$ cat config.mk
export PLATFORM = sky130hd
export DESIGN_NAME = chash_ram
export DESIGN_NICKNAME = d
export VERILOG_FILES = /design/src/hdl/chash_ram.sv
export SDC_FILE = /design/constraint.sdc
export NUM_CORES = 1
export LEC_CHECK = 0
export BUFFER_PORTS_ARGS = -buffer_cell sky130_fd_sc_hd__buf_2
export CORE_MARGIN = 2
export CORE_UTILIZATION = 53
export DETAILED_ROUTE_END_ITERATION = 8
export PLACE_DENSITY_LB_ADDON = 0.12
export SKIP_LAST_GASP = 1
export SYNTH_ARGS = -nofsm -noshare
export SYNTH_HDL_FRONTEND = slang
export SYNTH_SLANG_ARGS = --single-unit
$ cat constraint.sdc
create_clock -name clock -period 1.6 [get_ports clock]
set_clock_uncertainty 0.05 [all_clocks]
set_input_delay 0.08 -clock clock [delete_from_list [all_inputs] [get_ports clock]]
set_output_delay 0.08 -clock clock [all_outputs]
set_load 0.05 [all_outputs]
$ cat src/hdl/chash_ram.sv
module chash_ram #(
   parameter int WIDTH      = 8,
   parameter int DEPTH      = 2,
   parameter int ADDR_WIDTH = (DEPTH > 1) ? $clog2(DEPTH) : 1
) (
   input  logic                  clock,
   input  logic                  wr_en,
   input  logic [ADDR_WIDTH-1:0] wr_addr,
   input  logic [WIDTH-1:0]      wr_data,
   input  logic                  rd_en,
   input  logic [ADDR_WIDTH-1:0] rd_addr,
   output logic [WIDTH-1:0]      rd_data_ff
);

   logic [WIDTH-1:0] mem_ff [DEPTH];

   always_ff @(posedge clock) begin
      if (wr_en) begin
         mem_ff[wr_addr] <= wr_data;
      end
      if (rd_en) begin
         rd_data_ff <= mem_ff[rd_addr];
      end
   end

endmodule

==> out/qor.txt, run 1 <==
Cell Int Power -> 0.000890 W
Commonest non-fill, non-tap cells in the layout -> edfxtp_1 (24), buf_2 (20), mux2_4 (8), dlygate4sd3_1 (8), clkbuf_4 (3)
IO Port Bufs -> 20
Top cells by area, synth -> edfxtp_1 (83%), mux2_4 (14%), buf_6 (1.3%)
Hold Violations, Final -> 0
Hold slack -> 0.0625 ns
TritonCTS clock tree -> built
Number of diodes -> 0
Synthesized cell area -> 865 um2
Global Route met3 Usage -> 2.45%
Cells along the critical path -> buf_2
Initial DRC count -> 9
Relative slew slack -> 55.6%
Worst Path Arrival -> 0.90 ns
Critical Path Start Type -> flop
Least-Margin Pin Slew -> 0.664 ns
CTS sink count -> 24
Yosys reg bits -> 24
Met2 GRT Util -> 27.6%
Tmin final -> 1.03 ns
Top cell type's share of synthesized area -> 83.4%
GR peak layer -> met2
Share of layout cells above drive strength 1 -> 47.7%
Grt met1 use -> 12.8%
Clk Latency, worst-skew pair -> 0.30 ns
Initial antenna violation count -> 0
Post-synth cell types -> 5
Pwr dens -> 1070 nW/um2
Slew Limit Fails -> 0
Ports -> 21
Largest net degree at the start of global routing -> 13
Area after DPL -> 973 um2
Footprint of the multi-input gates -> 133 um2
Effective utilization at floorplan -> 56.7%
Syn Area/Cell -> 24.7 um2
Comb pwr share -> 12.9%
Die height -> 44.4 um
Die width -> 44.4 um
# fillers -> 91
Flop pwr share -> 65.6%
Static Leak -> 0.425 nW
Cell accounting for the most synthesized area -> edfxtp_1
Die Area -> 1970 um2
Setup crit end kind -> primary output
Nets -> 80
Status -> finished clean
MaxCap Viol Count -> 0
Design area -> 1080 um2
First-pass GRT wire length -> 1.85 mm
GRT overflow -> 0
Area growth syn-to-layout -> 24.5%
Switching power of the nets -> 0.000257 W
Switching Share -> 22.4%
H-tree levels -> 1
Row count -> 14
Worst hold path class -> in -> reg
Core area -> 1520 um2
Number of buffers created by CTS -> 3
Routability cong. -> 0.608
Seq/Total Area, Yosys -> 83.4%
Crit path buffers/inverters -> 1
Post-CTS Resized -> 0
Drt total wl -> 1.19 mm
Overall routing resource usage -> 13.8%
Vias in the first global route -> 465
CTS max path bufs -> 2
Post-synthesis cell count -> 35
Crit-path max FO -> 1
Delay-heaviest family, CP -> flip-flops
Worst vdd ir -> 727 uV
Root buffer cell -> clkbuf_4
Area occupied by registers -> 721 um2
Slowest stage delay, CP -> 0.38 ns
Net Count, Synth -> 48
Power share of the clock group -> 21.5%
RSZ-0062 raised after global routing -> false
Pre-antenna DRT Iters -> 2
Pwr Total -> 0.00115 W
Final core occ -> 70.6%
Vias per inst -> 5.11
Crit Path Category -> reg -> out
CP required -> 1.47 ns
Total Neg Setup Slack -> 0 ns
Achievable clock frequency -> 973 MHz
Clock slew at reported path FFs -> 0.12 ns
ANT nets after route -> 0
Slowest CP cell -> edfxtp_1
DR vias -> 414
Synth warn -> 0
Commonest non-fill, non-tap cell in the layout -> edfxtp_1
Period utilization -> 64.2%
Final setup violation count -> 0
Avg WL per Cell -> 14.7 um
DRC violations left -> 0
registers in the layout, summed over array words and instances (netlist names):
register / flops
mem_ff: 16
rd_data_ff: 8
power by group through the flow:
stage	Sequential, W	Clock [W]	Combinational [W]
detailed placement	0.000768	0	0.000134
floorplan	0.000819	0	0.0000430
global placement	0.000766	0	0.000128
finish	0.000753	0.000246	0.000148
global route	0.000757	0.000274	0.000156
CTS	0.000754	0.000254	0.000148
metal layers:
layer | share of wire, % | vias up
li1 | - | 198
met1 | 38 | 197
met2 | 57 | 19
met3 | 5.3 | 0
met4 | 0 | 0
met5 | 0 | -
cell type report:
type                            instances  area share [%]
Tap cell                               16            1.86
Sequential cell                        24            67.0
Multi-Input combinational cell         10            12.3
Clock buffer                            3            2.09
Timing Repair Buffer                   28            16.7
path summary, 6_finish.rpt:
kind / from / end / slack [ns] / cells after the start
min reg2reg: mem_ff[0][6]$_DFFE_PP_ / rd_data_ff[6]$_DFFE_PP_ / 0.51 / 1
min: rd_en / rd_data_ff[0]$_DFFE_PP_ / 0.06 / 1
max reg2reg: mem_ff[0][1]$_DFFE_PP_ / rd_data_ff[1]$_DFFE_PP_ / 0.65 / 1
max: rd_data_ff[7]$_DFFE_PP_ / rd_data_ff[7] / 0.57 / 1
per-stage QoR:
step / cells / worst slack (ns)
floorplan: 35 / 0.677
global placement: 70 / 0.544
detailed placement: 70 / 0.451
CTS: 81 / 0.552
global route: 81 / 0.525
finish: 81 / 0.573
Yosys cell counts (all sizes together):
library cell / count
mux2: 8
nor2b: 1
buf: 1
and2: 1
edfxtp: 24
what timing repair did:
item                                   4_1_cts  5_1_grt
endpoints found under the hold margin       16        0
setup buffers                                0        0
hold buffers                                 8        0
kinds of logic after synthesis:
| logic type | count (synthesis) | share of synthesized area [%] |
|---|---|---|
| buf+inv | 1 | 1.30 |
| flops | 24 | 83.4 |
| mux | 8 | 13.9 |
| simple gates | 2 | 1.45 |
(Power assumes the default switching activity.)
==> run 2, diff against run 1 <==
--- a/config.mk
+++ b/config.mk
@@ -7,7 +7,7 @@
 export LEC_CHECK = 0
 export BUFFER_PORTS_ARGS = -buffer_cell sky130_fd_sc_hd__buf_2
 export CORE_MARGIN = 2
-export CORE_UTILIZATION = 53
+export CORE_UTILIZATION = 50
 export DETAILED_ROUTE_END_ITERATION = 8
 export PLACE_DENSITY_LB_ADDON = 0.12
 export SKIP_LAST_GASP = 1
==> constraint.sdc (replaced) <==
create_clock -name clock -period 1.1 [get_ports clock]
set_clock_uncertainty 0.05 [all_clocks]
set_input_delay 0.055 -clock clock [delete_from_list [all_inputs] [get_ports clock]]
set_output_delay 0.055 -clock clock [all_outputs]
set_load 0.05 [all_outputs]
==> out/qor.txt, run 2 (same netlist as run 1, synthesis figures left out) <==
Status -> finished clean
Commonest non-fill, non-tap cells in the layout -> edfxtp_1 (24), buf_2 (20), mux2_4 (8), dlygate4sd3_1 (8), clkbuf_4 (3)
Hold slack -> 0.0321 ns
ANT nets after route -> 0
Static Leak -> 0.430 nW
Vias per inst -> 4.96
Routability cong. -> 0.614
Critical Path Start Type -> flop
Worst Setup Slack, final -> 0.0991 ns
Die width -> 45.6 um
Slowest stage delay, CP -> 0.34 ns
Crit-path max FO -> 1
Drt total wl -> 1.11 mm
CTS max path bufs -> 2
Achievable clock frequency -> 999 MHz
Worst Path Arrival -> 0.90 ns
Pre-antenna DRT Iters -> 3
Setup crit end kind -> primary output
Largest register FFs -> 16
Total Neg Setup Slack -> 0 ns
Slowest CP cell -> edfxtp_1
Number of buffers created by CTS -> 3
Hold Path End -> rd_data_ff[0]$_DFFE_PP_
Die height -> 45.6 um
Effective utilization at floorplan -> 51.8%
Period utilization -> 91.0%
Row count -> 15
Met2 GRT Util -> 19.7%
Hold Violations, Final -> 0
Avg WL per Cell -> 13.3 um
Area growth syn-to-layout -> 25.5%
DR vias -> 412
First-pass GRT wire length -> 1.61 mm
Number of diodes -> 0
Initial antenna violation count -> 0
Crit path buffers/inverters -> 1
Initial DRC count -> 6
Worst hold path class -> in -> reg
Pwr dens -> 1540 nW/um2
Largest registers -> mem_ff (16), rd_data_ff (8)
Final setup violation count -> 0
Nets -> 81
Hold Startpoint -> rd_en
Reg2reg setup slack -> 0.15 ns
Ports -> 21
Footprint of the multi-input gates -> 133 um2
Post-CTS Resized -> 0
Post-CTS Hold Fix Bufs -> 8
RSZ-0062 raised after global routing -> false
H-tree levels -> 1
Crit Path Category -> reg -> out
CTS sink count -> 24
Area occupied by registers -> 721 um2
Total setup buffers inserted after CTS -> 0
Core area -> 1670 um2
Clk Latency, worst-skew pair -> 0.30 ns
Share of layout cells above drive strength 1 -> 48.5%
Reg2reg start -> mem_ff[0][5]$_DFFE_PP_
Least-Margin Pin Slew -> 0.361 ns
DRC violations left -> 0
Largest reg by FF count -> mem_ff
Final core occ -> 64.9%
Die Area -> 2080 um2
Clock slew at reported path FFs -> 0.11 ns
Pre-CTS setup slack -> 0.144 ns
Overall routing resource usage -> 11.8%
TritonCTS clock tree -> built
Tmin final -> 1.00 ns
Global Route met3 Usage -> 2.38%
Root buffer cell -> clkbuf_4
FF-to-FF End -> rd_data_ff[5]$_DFFE_PP_
GR peak layer -> met2
# fillers -> 114
Largest net degree at the start of global routing -> 13
Cells along the critical path -> buf_2
Commonest non-fill, non-tap cell in the layout -> edfxtp_1
Hold path cells -> 1
Relative slew slack -> 75.9%
Vias in the first global route -> 400
CP required -> 1.00 ns
Grt met1 use -> 13.0%
Slew Limit Fails -> 0
Worst vdd ir -> 944 uV
R2R cell count -> 1
MaxCap Viol Count -> 0
GRT overflow -> 0
IO Port Bufs -> 20
Delay-heaviest family, CP -> flip-flops
==> run 2: stage by stage <==
step / cell area [um2] / total power (W) / instances
2_1_floorplan: 865 / 0.00125 / 35
3_3_place_gp: 982 / 0.00130 / 72
3_5_place_dp: 982 / 0.00131 / 72
4_1_cts: 1080 / 0.00168 / 83
5_1_grt: 1080 / 0.00172 / 83
6_report: 1080 / 0.00167 / 83
==> run 2: final cells by class <==
class                   instances  share of cell area (%)
clock buffers                   3                    2.08
well taps                      17                    1.96
flip-flops and latches         24                    66.4
multi-input cells              10                    12.2
repair buffers                 29                    17.3
==> run 2: worst max path at each step <==
stage	from	end	slack (ns)	cells after the start
after floorplan	mem_ff[0][0]$_DFFE_PP_	rd_data_ff[0]$_DFFE_PP_	0.20	1
after global placement	rd_addr	rd_data_ff[7]$_DFFE_PP_	0.17	2
after detailed placement	rd_addr	rd_data_ff[5]$_DFFE_PP_	0.14	2
after CTS	rd_data_ff[0]$_DFFE_PP_	rd_data_ff[0]	0.08	1
after global routing	rd_data_ff[0]$_DFFE_PP_	rd_data_ff[0]	0.05	1
final	rd_data_ff[0]$_DFFE_PP_	rd_data_ff[0]	0.1	1
==> run 2: routing by layer <==
layer,wire length [um],part of all wire [%],vias up
li1,-,-,199
met1,436,39,196
met2,601,54,17
met3,69,6.2,0
met4,0,0,0
met5,0,0,-
==> run 2: where the power goes <==
| group | total, W | switching, W | internal [W] |
|---|---|---|---|
| sequential | 0.00109 | 0.0000150 | 0.00108 |
| combinational | 0.000216 | 0.000125 | 0.0000906 |
| clock | 0.000359 | 0.000231 | 0.000128 |
| total | 0.00167 | 0.000371 | 0.00130 |
==> run 3, diff against run 2 <==
--- a/config.mk
+++ b/config.mk
@@ -10,6 +10,7 @@
 export CORE_UTILIZATION = 50
 export DETAILED_ROUTE_END_ITERATION = 8
 export PLACE_DENSITY_LB_ADDON = 0.12
+export RECOVER_POWER = 100
 export SKIP_LAST_GASP = 1
 export SYNTH_ARGS = -nofsm -noshare
 export SYNTH_HDL_FRONTEND = slang
==> out/qor.txt, run 3 (same netlist as run 1, synthesis figures left out) <==
Status -> finished clean
Power share of the clock group -> 21.8%
Slowest CP cell -> edfxtp_1
M1 wire length -> 459 um
Drt total wl -> 1.12 mm
Final setup violation count -> 0
Pre-antenna DRT Iters -> 3
Clk Latency, worst-skew pair -> 0.30 ns
Met2 wire length -> 597 um
CTS sink count -> 24
Period utilization -> 93.3%
Crit path buffers/inverters -> 1
GRT overflow -> 0
Worst vdd ir -> 905 uV
Switching Share -> 22.4%
Row count -> 15
Layout Cells excl Fill -> 83
Clock slew at reported path FFs -> 0.11 ns
Commonest non-fill, non-tap cell in the layout -> edfxtp_1
MaxCap Viol Count -> 0
Comb pwr share -> 11.5%
IO Port Bufs -> 20
Initial DRC count -> 5
Ports -> 21
Flop pwr share -> 66.8%
H-tree levels -> 1
ANT nets after route -> 0
Total Neg Setup Slack -> 0 ns
Die height -> 45.6 um
Nets -> 81
Setup crit end kind -> primary output
DR vias -> 416
Static Leak -> 0.380 nW
Placed insts -> 72
Core area -> 1670 um2
Cells along the critical path -> clkbuf_2
Pwr dens -> 1570 nW/um2
Slew Limit Fails -> 0
Largest registers -> mem_ff (16), rd_data_ff (8)
Crit Path Category -> reg -> out
Commonest non-fill, non-tap cells in the layout -> edfxtp_1 (24), mux2_1 (8), dlygate4sd3_1 (8), clkbuf_2 (8), buf_2 (7)
TritonCTS clock tree -> built
CP required -> 1.00 ns
Effective utilization at floorplan -> 51.8%
Vias per inst -> 5.01
Avg WL per Cell -> 13.5 um
Slowest stage delay, CP -> 0.38 ns
Die width -> 45.6 um
Largest register FFs -> 16
Switching power of the nets -> 0.000367 W
Initial antenna violation count -> 0
Share of layout cells above drive strength 1 -> 27.3%
Relative slew slack -> 65.1%
Area growth syn-to-layout -> 20.8%
Met3 wire len -> 65 um
Post-CTS Hold Fix Bufs -> 8
Pwr Total -> 0.00164 W
Critical Path Start Type -> flop
Die Area -> 2080 um2
# fillers -> 128
Root buffer cell -> clkbuf_4
Total setup buffers inserted after CTS -> 0
Routability cong. -> 0.614
Largest reg by FF count -> mem_ff
DRC violations left -> 0
Largest net degree at the start of global routing -> 13
Tmin final -> 1.03 ns
Crit-path max FO -> 1
Number of diodes -> 0
Least-Margin Pin Slew -> 0.523 ns
Achievable clock frequency -> 974 MHz
Post-CTS Resized -> 0
Hold Violations, Final -> 0
First-pass GRT wire length -> 1.61 mm
Top Metal Used -> met3
Number of buffers created by CTS -> 3
RSZ-0062 raised after global routing -> false
Worst hold path class -> in -> reg
Overall routing resource usage -> 11.8%
Cell Int Power -> 0.00127 W
CTS max path bufs -> 2
Vias in the first global route -> 400
Delay-heaviest family, CP -> flip-flops
Worst Path Arrival -> 0.92 ns
-- run 3: layout make-up --
cell class,instances,area (um2),area share [%]
sequential,24,721,69.0
multi-input combinational,10,103,9.82
timing repair buffer,29,178,17.0
clock buffer,3,22.5,2.16
tap,17,21.3,2.04
-- run 3: path summary, 6_finish.rpt --
kind	to	slack, ns	from	cells after the start
max	rd_data_ff[2]	0.07	rd_data_ff[2]$_DFFE_PP_	1
min	rd_data_ff[0]$_DFFE_PP_	0.11	rd_en	1
max reg2reg	rd_data_ff[5]$_DFFE_PP_	0.10	mem_ff[1][5]$_DFFE_PP_	1
min reg2reg	rd_data_ff[4]$_DFFE_PP_	0.49	mem_ff[0][4]$_DFFE_PP_	1
-- run 3: stage by stage --
| step | instance area, um2 | worst slack (ns) | util (%) | hold WS [ns] |
|---|---|---|---|---|
| 6_report | 1040 | 0.0733 | 62.5 | 0.111 |
| 5_1_grt | 1040 | 0.0290 | 62.5 | 0.142 |
| 4_1_cts | 1080 | 0.0794 | 64.9 | 0.0311 |
| 3_5_place_dp | 982 | 0.144 | 58.8 | 0.196 |
| 3_3_place_gp | 982 | 0.168 | 58.8 | 0.193 |
| 2_1_floorplan | 865 | 0.200 | - | 0.104 |
-- run 3: power groups by stage --
stage          sequential, W  combinational [W]  clock (W)
2_1_floorplan        0.00119          0.0000625          0
3_3_place_gp         0.00111           0.000191          0
3_5_place_dp         0.00112           0.000196          0
4_1_cts              0.00109           0.000217   0.000373
5_1_grt              0.00110           0.000199   0.000393
6_report             0.00109           0.000188   0.000357
-- run 3: metal layers --
layer  GRT usage, %  up-vias
met3           2.38        0
li1               -      200
met2           19.7       17
met5              0        -
met1           13.0      199
met4           8.82        0
